## src/hw/rtl/cltw_pkg.sv

```systemverilog
`timescale 1ns / 1ps

package cltw_pkg;

   // table method codes
   localparam logic [1:0] METHOD_RAW     = 2'd0;
   localparam logic [1:0] METHOD_ONE_BIT = 2'd1;
   localparam logic [1:0] METHOD_TWO_BIT = 2'd2;
   localparam logic [1:0] METHOD_NONE    = 2'd3;

   // escape prefix "11" ahead of a raw 4-bit length
   localparam logic [5:0] ESCAPE_MARK = 6'h30;
   localparam logic [2:0] RAW_BITS    = 3'd4;
   localparam logic [2:0] ESCAPE_BITS = 3'd6;
   localparam logic [2:0] DELTA_BITS  = 3'd2;

   // output queue depth and pointer width
   localparam int QUEUE_DEPTH = 4;
   localparam int PTR_W       = $clog2(QUEUE_DEPTH);

   // one encoded symbol: value right-aligned, bit count
   typedef struct packed {
      logic [5:0] bits;
      logic [2:0] count;
   } symbol_type;

endpackage

```

## src/hw/rtl/code_length_table_writer.sv

```systemverilog
`timescale 1ns / 1ps

// channel  | ports      | tdata               | tuser        | tlast
// ---------+------------+---------------------+--------------+-----------
// req in   | req_t*     | [3:0] code_length   | first_entry  | last_entry
// rsp out  | rsp_t*     | [7:0] out_byte      | -            | last_byte
// csr      | csr_we/wd  | [1:0] table_method  | -            | -
//
// one code length per cycle enters an input register while req_tready is high;
// it is encoded from that register, writing zero, one or two bytes into a
// four-entry output queue; the input register advances only while the queue
// has two free entries, so sustained rate is one entry per cycle until the byte
// side (one per cycle) lags; a request passes the input register, then the queue
// synchronous reset clears the bit holder, the queue and table_method (raw)
module code_length_table_writer
   import cltw_pkg::*;
(
   input  logic       clock,
   input  logic       reset,
   input  logic       req_tvalid,
   output logic       req_tready,
   input  logic [7:0] req_tdata,   // [3:0] code_length, [7:4] zero
   input  logic       req_tuser,   // [0] first_entry
   input  logic       req_tlast,   // last_entry
   output logic       rsp_tvalid,
   input  logic       rsp_tready,
   output logic [7:0] rsp_tdata,   // [7:0] out_byte
   output logic       rsp_tlast,   // last_byte
   input  logic       csr_we,
   input  logic [1:0] csr_wdata
);

   logic [1:0]       method_ff;
   logic             in_valid_ff;
   logic [3:0]       in_len_ff;
   logic             in_first_ff;
   logic             in_last_ff;
   logic [6:0]       held_bits_ff, held_bits_in;
   logic [2:0]       held_count_ff, held_count_in;
   logic [3:0]       prev_len_ff;
   logic [7:0]       q_data_ff [QUEUE_DEPTH];
   logic             q_last_ff [QUEUE_DEPTH];
   logic [PTR_W-1:0] wr_ptr_ff, rd_ptr_ff;
   logic [PTR_W:0]   count_ff, count_in;

   logic             proceed;
   logic             pop;
   symbol_type       sym;
   logic [4:0]       prev_plus;
   logic             same, up_one, down_one;
   logic [12:0]      acc;
   logic [3:0]       total;
   logic [3:0]       rem;
   logic             wr_a, wr_b;
   logic [7:0]       byte_a, byte_b;
   logic             last_a;
   logic [6:0]       rem_bits;
   logic [PTR_W-1:0] wr_ptr_b;

   // handshake control
   assign proceed    = in_valid_ff && (count_ff <= (PTR_W+1)'(QUEUE_DEPTH - 2));
   assign req_tready = !in_valid_ff || proceed;
   assign pop        = rsp_tvalid && rsp_tready;

   // configuration register
   always_ff @(posedge clock) begin
      if (reset) begin
         method_ff <= METHOD_RAW;
      end else if (csr_we) begin
         method_ff <= csr_wdata;
      end
   end

   // input register
   always_ff @(posedge clock) begin
      if (reset) begin
         in_valid_ff <= 1'b0;
      end else if (req_tready) begin
         in_valid_ff <= req_tvalid;
      end
   end

   always_ff @(posedge clock) begin
      if (req_tready && req_tvalid) begin
         in_len_ff   <= req_tdata[3:0];
         in_first_ff <= req_tuser;
         in_last_ff  <= req_tlast;
      end
   end

   // symbol selection
   always_comb begin
      prev_plus = {1'b0, prev_len_ff} + 5'd1;
      same      = (in_len_ff == prev_len_ff);
      up_one    = ({1'b0, in_len_ff} == prev_plus);
      down_one  = (prev_len_ff != 4'd0) && (in_len_ff == prev_len_ff - 4'd1);
      sym.bits  = 6'd0;
      sym.count = 3'd0;
      if (method_ff != METHOD_NONE) begin
         if (in_first_ff || method_ff == METHOD_RAW) begin
            sym.bits  = {2'b00, in_len_ff};
            sym.count = RAW_BITS;
         end else if (method_ff == METHOD_ONE_BIT) begin
            if (same) begin
               sym.bits  = 6'd0;
               sym.count = 3'd1;
            end else if (up_one) begin
               sym.bits  = 6'd2;
               sym.count = DELTA_BITS;
            end else begin
               sym.bits  = ESCAPE_MARK | {2'b00, in_len_ff};
               sym.count = ESCAPE_BITS;
            end
         end else begin
            if (down_one) begin
               sym.bits  = 6'd0;
               sym.count = DELTA_BITS;
            end else if (same) begin
               sym.bits  = 6'd1;
               sym.count = DELTA_BITS;
            end else if (up_one) begin
               sym.bits  = 6'd2;
               sym.count = DELTA_BITS;
            end else begin
               sym.bits  = ESCAPE_MARK | {2'b00, in_len_ff};
               sym.count = ESCAPE_BITS;
            end
         end
      end
   end

   // bit packing and byte extraction
   always_comb begin
      acc      = ({6'd0, held_bits_ff} << sym.count) | {7'd0, sym.bits};
      total    = {1'b0, held_count_ff} + {1'b0, sym.count};
      wr_a     = proceed && (total >= 4'd8);
      rem      = (total >= 4'd8) ? total - 4'd8 : total;
      byte_a   = 8'(acc >> rem);
      last_a   = in_last_ff && (rem == 4'd0);
      rem_bits = 7'(acc & ((13'd1 << rem) - 13'd1));
      wr_b     = proceed && in_last_ff && (rem != 4'd0);
      byte_b   = 8'({1'b0, rem_bits} << (4'd8 - rem));
      wr_ptr_b = wr_ptr_ff + PTR_W'(wr_a);

      held_bits_in  = held_bits_ff;
      held_count_in = held_count_ff;
      if (proceed) begin
         if (in_last_ff) begin
            held_bits_in  = 7'd0;
            held_count_in = 3'd0;
         end else begin
            held_bits_in  = rem_bits;
            held_count_in = rem[2:0];
         end
      end
   end

   // bit holder and previous length
   always_ff @(posedge clock) begin
      if (reset) begin
         held_bits_ff  <= 7'd0;
         held_count_ff <= 3'd0;
         prev_len_ff   <= 4'd0;
      end else begin
         held_bits_ff  <= held_bits_in;
         held_count_ff <= held_count_in;
         if (proceed) begin
            prev_len_ff <= in_len_ff;
         end
      end
   end

   // output queue storage
   always_ff @(posedge clock) begin
      if (wr_a) begin
         q_data_ff[wr_ptr_ff] <= byte_a;
         q_last_ff[wr_ptr_ff] <= last_a;
      end
      if (wr_b) begin
         q_data_ff[wr_ptr_b] <= byte_b;
         q_last_ff[wr_ptr_b] <= 1'b1;
      end
   end

   // output queue pointers
   assign count_in = count_ff + (PTR_W+1)'(wr_a) + (PTR_W+1)'(wr_b) - (PTR_W+1)'(pop);

   always_ff @(posedge clock) begin
      if (reset) begin
         wr_ptr_ff <= '0;
         rd_ptr_ff <= '0;
         count_ff  <= '0;
      end else begin
         wr_ptr_ff <= wr_ptr_ff + PTR_W'(wr_a) + PTR_W'(wr_b);
         rd_ptr_ff <= rd_ptr_ff + PTR_W'(pop);
         count_ff  <= count_in;
      end
   end

   // result channel
   assign rsp_tvalid = (count_ff != '0);
   assign rsp_tdata  = q_data_ff[rd_ptr_ff];
   assign rsp_tlast  = q_last_ff[rd_ptr_ff];

   // checks
   a_queue_bound: assert property (@(posedge clock) disable iff (reset)
      count_ff <= (PTR_W+1)'(QUEUE_DEPTH))
      else $error("output queue overflow");

   a_room_on_advance: assert property (@(posedge clock) disable iff (reset)
      proceed |-> count_ff <= (PTR_W+1)'(QUEUE_DEPTH - 2))
      else $error("entry encoded without room for two bytes");

   a_flush_clears: assert property (@(posedge clock) disable iff (reset)
      proceed && in_last_ff |=> held_count_ff == 3'd0)
      else $error("bits held after last entry");

   a_hold_stalled: assert property (@(posedge clock) disable iff (reset)
      in_valid_ff && !proceed |=> in_valid_ff)
      else $error("stalled entry dropped");

endmodule
```

## config.mk

```make
export PLATFORM = sky130hd
export DESIGN_NAME = code_length_table_writer
export DESIGN_NICKNAME = d
export VERILOG_FILES = /design/src/hw/rtl/cltw_pkg.sv /design/src/hw/rtl/code_length_table_writer.sv
export SDC_FILE = /design/constraint.sdc
export NUM_CORES = 1
export LEC_CHECK = 0
export BUFFER_PORTS_ARGS = -buffer_cell sky130_fd_sc_hd__buf_2
export CAP_MARGIN = 20
export CORE_AREA = 4 4 100 140
export DETAILED_ROUTE_END_ITERATION = 16
export DIE_AREA = 0 0 104 144
export PLACE_DENSITY = 0.59
export SETUP_SLACK_MARGIN = 0.05
export SLEW_MARGIN = 10
export SYNTH_ARGS = -nofsm -noshare
export SYNTH_HDL_FRONTEND = slang
export SYNTH_SLANG_ARGS = --single-unit
```

## constraint.sdc

```tcl
create_clock -name clock -period 15.75 [get_ports clock]
set_input_delay 3.15 -clock clock [delete_from_list [all_inputs] [get_ports clock]]
set_output_delay 3.15 -clock clock [all_outputs]
set_load 0.02 [all_outputs]
```

# == Word-level counts from Yosys, hierarchy flattened ==
# Memories as Yosys holds them, arrays and structs flattened. A register that Yosys moved wholly into a read port is not among the register bits.
# Cells that the tools add are included.
# totals
register_bits,30
ramBits,36
wordCells,70
mem_count,2
# op_classes
n_addsub,12
order_cmp,2
eq_ne,5
shifts,4
mux,16
bitwise,2
reduce_logical,16
# memory_table
memory,depth,word_bits,rd,rd_ports_with_merged_regs,wr,line,source
q_data_ff,4,8,1,1,2,code_length_table_writer.sv:41,logic [7:0] q_data_ff [QUEUE_DEPTH];
q_last_ff,4,1,1,1,2,code_length_table_writer.sv:42,logic q_last_ff [QUEUE_DEPTH];
# op_table
cell,n
$mux W9,7
$or A13 B6 Y13,1
$shl A7 B3 Y13,1
$shr A13 B4 Y8,1
$eq A4 B4 Y1,2
$logic_and A1 B1 Y1,8
$reduce_bool A4 Y1,2
$shl A7 B4 Y8,1
$and A7 B7 Y7,1
$mux W7,1
$shl A1 B4 Y7 const A,1
$sub A7 B1 Y7 const B,1
$add A2 B1 Y2,3
$add A3 B1 Y3,2
$add A4 B1 Y5 const B,1
$eq A4 B5 Y1,1
$add A3 B3 Y4,1
$ge A4 B4 Y1 const B,1
$logic_not A4 Y1,1
$mux W1,4
$mux W2,2
$mux W4,1
$sub A4 B1 Y4 const B,1
$sub A4 B4 Y4 const A,1
other kinds (10),11

# == Longest topological paths before layout ==
# depth
word_depth,15
depth_mapped,23
mapped_depth_nobuf,20

# == Worst setup path before layout ==
# No wires, ideal clock.
# synth_path
kind,reg2reg
startpoint,reg prev_len_ff[0]
endpoint,"mem q_data_ff[0][7], data pin"
setup_ns,0.132
arrival_ns,5.046
t_required_ns,15.618
setup_slack_ns,10.573
path_stages_with_launch,23
n_path_buf,3
period_less_slack_ns,5.177
cell_sequence,dfxtp_1 ha_1 or4bb_1 o211a_1 or3_4 a21oi_4 buf_6 inv_1 ha_1 xnor2_1 inv_1 clkbuf_1 buf_1 ha_1 inv_1 ha_1 nor3b_1 xor2_1 nand2_1 a21oi_1 o21ai_0 a222oi_1 mux2_2
# synth_rtl
item,line,source
"start, declared",code_length_table_writer.sv:40,logic [3:0] prev_len_ff;
"start signal, assigned",code_length_table_writer.sv:168,prev_len_ff <= in_len_ff;
"end, declared",code_length_table_writer.sv:41,

==> load_flow_metrics.sql <==
INSERT INTO impl_metrics (metric_group, metric, value, unit) VALUES
('outcome', 'result_of_the_run', 'finished clean', ''),
('worst_setup_path', 'worst_setup_path_startpoint', 'prev_len_ff[0]', ''),
('die', 'io_pins', '28', ''),
('worst_setup_path', 'cpPeakStageDelay', '0.91', 'ns'),
('grt', 'global_route.usage.total', '16.30', '%'),
('power_and_ir_drop', 'peakVddDrop', '0.04977', 'mV'),
('timing', 'setup_viol', '0', ''),
('clock_network', 'cts.root.buffer_cell', 'sky130_fd_sc_hd__clkbuf_16', ''),
('worst_setup_path', 'worst_r2r_path_depth', '19', ''),
('synthesis', 'post_synth_design_cell_area', '4753', 'um2'),
('worst_setup_path', 'endpoint_kind', 'register', ''),
('worst_setup_path', 'cp.depth', '19', ''),
('power_and_ir_drop', 'p_switching', '0.0002504', 'W'),
('clock_network', 'cts.sink_count', '66', ''),
('route', 'number_of_violations_reported_at_the_end_of_detailed_routing_iteration_0', '239', ''),
('grt', 'overflow', '0', ''),
('worst_hold_path', 'worst_hold_path_stage_count', '2', ''),
('clock_network', 'insertion_delay', '0.34', 'ns'),
('die', 'std_cell_rows', '49', ''),
('worst_setup_path', 'crit_path_frequent_cell', 'sky130_fd_sc_hd__ha_1', ''),
('synthesis', 'yosys_warnings', '0', ''),
('placed_design', 'place_inst', '655', ''),
('grt', 'grt_pass1_vias', '3734', ''),
('clock_network', 'clk_path_buf_depth', '2', ''),
('worst_setup_path', 'timing.rr.start', 'prev_len_ff[0]', ''),
('clock_network', 'tritoncts', 'built', ''),
('cells_and_area', 'flow.area_growth_from_synthesis', '11.08', '%'),
('die', 'die_area', '14980', 'um2'),
('power_and_ir_drop', 'power.static_leakage', '2.095', 'nW'),
('power_and_ir_drop', 'comb_power_share', '36.2', '%'),
('placed_design', 'place.detailed.hpwl', '9076', 'um'),
('synthesis', 'synth.top_cell.area_share', '24.01', '%'),
('synthesis', 'synth.ff_latch_count', '66', ''),
('worst_setup_path', 'worst_ep_required_time', '15.96', 'ns'),
('cells_and_area', 'instances_no_fill', '671', ''),
('synthesis', 'ys_async_sr_fraction', '0', '%'),
('clock_network', 'cts_hold_repair.buffers', '0', ''),
('cells_and_area', 'final.fill_count', '1258', ''),
('worst_setup_path', 'timing.critical_path.arrival', '7.30', 'ns'),
('worst_setup_path', 'crit_path_max_fanout', '25', ''),
('synthesis', 'dominantRegCellSynth', 'sky130_fd_sc_hd__edfxtp_1', ''),
('cells_and_area', 'antennaDiodeCount', '0', ''),
('worst_setup_path', 'worst-path-buf-inv', '3', ''),
('power_and_ir_drop', 'p_int', '0.0004520', 'W'),
('timing', 'final_hold_viol_count', '0', ''),
('grt', 'grt_pass1_wl', '19460', 'um'),
('die', 'initial_util', '37.27', '%'),
('route', 'drt_pre_antenna_iters', '5', ''),
('cells_and_area', 'layout.core_utilization', '41.40', '%'),
('placed_design', 'place.port_buffers', '23', ''),
('timing', 'clock.fmax', '141.0', 'MHz'),
('clock_network', 'htree_num_levels', '3', ''),
('worst_setup_path', 'cpLargestDelayFamily', 'compound AO/OA/AOI/OAI gates', ''),
('cells_and_area', 'layout-drive-gt1-share', '15.06', '%'),
('timing', 'timing.final.crit_share', '45.03', '%'),
('clock_network', 'post_cts_resized', '0', ''),
('power_and_ir_drop', 'power_density', '133.0', 'nW/um2'),
('worst_setup_path', 'crit_path_cells', 'ha_1, or4bb_1, o211a_1, or3_4, a21oi_4, inv_1, ha_1, xnor2_1, inv_1, ha_1, inv_1, ha_1, nor3b_1, xor2_1, nand2_1, a21oi_1, o21ai_0, a222oi_1, mux2_2', ''),
('clock_network', 'cts_post_setup_buffers_inserted', '0', ''),
('worst_hold_path', 'holdCritStartpoint', 'q_last_ff[0]', ''),
('die', 'core', '12750', 'um2'),
('timing', 'maxSlewHeadroom', '21.46', '%'),
('cells_and_area', 'multiInputGateArea', '2844', 'um2'),
('route', 'detail_route.drc_violations', '0', ''),
('synthesis', 'yosysSeqAreaShare', '35.80', '%'),
('route', 'detail_route.wl_per_cell', '17.62', 'um'),
('cells_and_area', 'register_area', '1702', 'um2'),
('power_and_ir_drop', 'clockPowerShare', '31.1', '%'),
('route', 'route.antenna.remaining_nets', '0', ''),
('grt', 'antenna_found_initial', '0', ''),
('route', 'routed_wirelength', '11820', 'um');
==> placed cells by master (no fill, tap or decap), types with 4 or more instances in the layout <==
cell type                    n
sky130_fd_sc_hd__nor3_1     17
sky130_fd_sc_hd__a22oi_1     8
sky130_fd_sc_hd__clkbuf_16  11
sky130_fd_sc_hd__o2bb2ai_1   7
sky130_fd_sc_hd__o21ai_0    21
sky130_fd_sc_hd__xnor2_1     6
sky130_fd_sc_hd__mux4_2     10
sky130_fd_sc_hd__o221ai_1    4
sky130_fd_sc_hd__nor2_1     57
sky130_fd_sc_hd__a21oi_1    25
sky130_fd_sc_hd__mux2i_1    28
sky130_fd_sc_hd__a21o_1      8
sky130_fd_sc_hd__nand3_1    19
sky130_fd_sc_hd__buf_2      23
sky130_fd_sc_hd__nand2_1    43
sky130_fd_sc_hd__mux2_2      9
sky130_fd_sc_hd__dfxtp_1    28
sky130_fd_sc_hd__ha_1       18
sky130_fd_sc_hd__a31oi_1     6
sky130_fd_sc_hd__nand2b_1    5
sky130_fd_sc_hd__or3_1       5
sky130_fd_sc_hd__inv_1      20
sky130_fd_sc_hd__nor2b_1     6
sky130_fd_sc_hd__xor2_1      9
sky130_fd_sc_hd__edfxtp_1   38
sky130_fd_sc_hd__o22ai_1    10
==> per-layer routing <==
layer / part of all wire (%) / track usage (%)
met1: 39 / 17.46
met2: 51 / 29.91
met3: 4.1 / 3.260
met4: 5.4 / 9.594
met5: 0 / 0
==> per-stage QoR <==
| stage | setup slack (ns) | total power (W) | instance area, um2 |
|---|---|---|---|
| floorplan | 10.57 | 0.0004255 | 4753 |
| finish | 8.657 | 0.0007024 | 5280 |
| CTS | 8.717 | 0.0007072 | 5280 |
| global route | 8.165 | 0.0007467 | 5280 |
| detailed placement | 8.759 | 0.0004869 | 4946 |
| global placement | 8.900 | 0.0004818 | 4946 |
==> path summary, 6_finish.rpt <==
path                endpoint  slack (ns)
max          q_data_ff[0][7]        8.66
min             q_last_ff[0]        0.47
min reg2reg     q_last_ff[0]        0.47
max reg2reg  q_data_ff[0][7]        8.66
==> flip-flops by register name (all words and copies together), names as in the netlist <==
| register | flops |
|---|---|
| q_data_ff | 32 |
| rd_ptr_ff | 2 |
| count_ff | 3 |
| method_ff | 2 |
| held_count_ff | 3 |
| in_first_ff | 1 |
| in_valid_ff | 1 |
| wr_ptr_ff | 2 |
| prev_len_ff | 4 |
| held_bits_ff | 7 |
| q_last_ff | 4 |
| in_len_ff | 4 |
| in_last_ff | 1 |
==> Yosys cell counts (all sizes together) (3+ instances only) <==
cell     count
a21o         8
a21oi       26
a22oi        8
a31oi        6
a32oi        3
and3         3
buf          6
clkbuf      21
dfxtp       28
edfxtp      38
fa           3
ha          18
inv         21
mux2        10
mux2i       29
mux4        10
nand2       43
nand2b       5
nand3       19
nor2        58
nor2b        6
nor3        17
nor4         3
o21ai       24
o221ai       4
o22ai       11
o2bb2ai      7
or2          4
or3          6
xnor2        6
xor2        12
==> power groups by stage <==
stage / Combinational [W] / Clock, W / Sequential [W]
after CTS: 0.000254 / 0.000222 / 0.000230
after global routing: 0.000282 / 0.000231 / 0.000234
after global placement: 0.000249 / 0 / 0.000233
after floorplan: 0.000206 / 0 / 0.000220
final: 0.000254 / 0.000219 / 0.000229
after detailed placement: 0.000253 / 0 / 0.000234
==> cell type report <==
class,instances,share of cell area [%]
multi-input cells,389,53.86
flip-flops and latches,66,32.23
clock buffers,12,5.284
well taps,153,3.626
repair buffers,24,2.322
inverters,23,1.635
clock inverters,4,1.043
==> cell families after synthesis <==
kind of cell               count (synthesis)  share of synthesized area, %
adders and majority gates                 21                         6.002
and+or+nand+nor                          180                         18.72
xor gates and xnor gates                  18                         4.028
AOI/OAI and AO/OA                        121                         17.79
buffers and inverters                     50                         4.370
muxes                                     49                         13.29
DFF                                       66                         35.80
==> worst reg2reg max path, delay by kind of cell, from the launching register on <==
kind                     cells  cell delay (ns)
adder cells (fa/ha/maj)      4             1.27
XOR/XNOR                     2             1.09
flip-flops                   1             0.45
AND/OR/NAND/NOR              4             1.27
AO/OA/AOI/OAI                5             1.62
buffers and inverters        3             0.99
multiplexers                 1             0.26
Power figures use the tool's default switching activity.
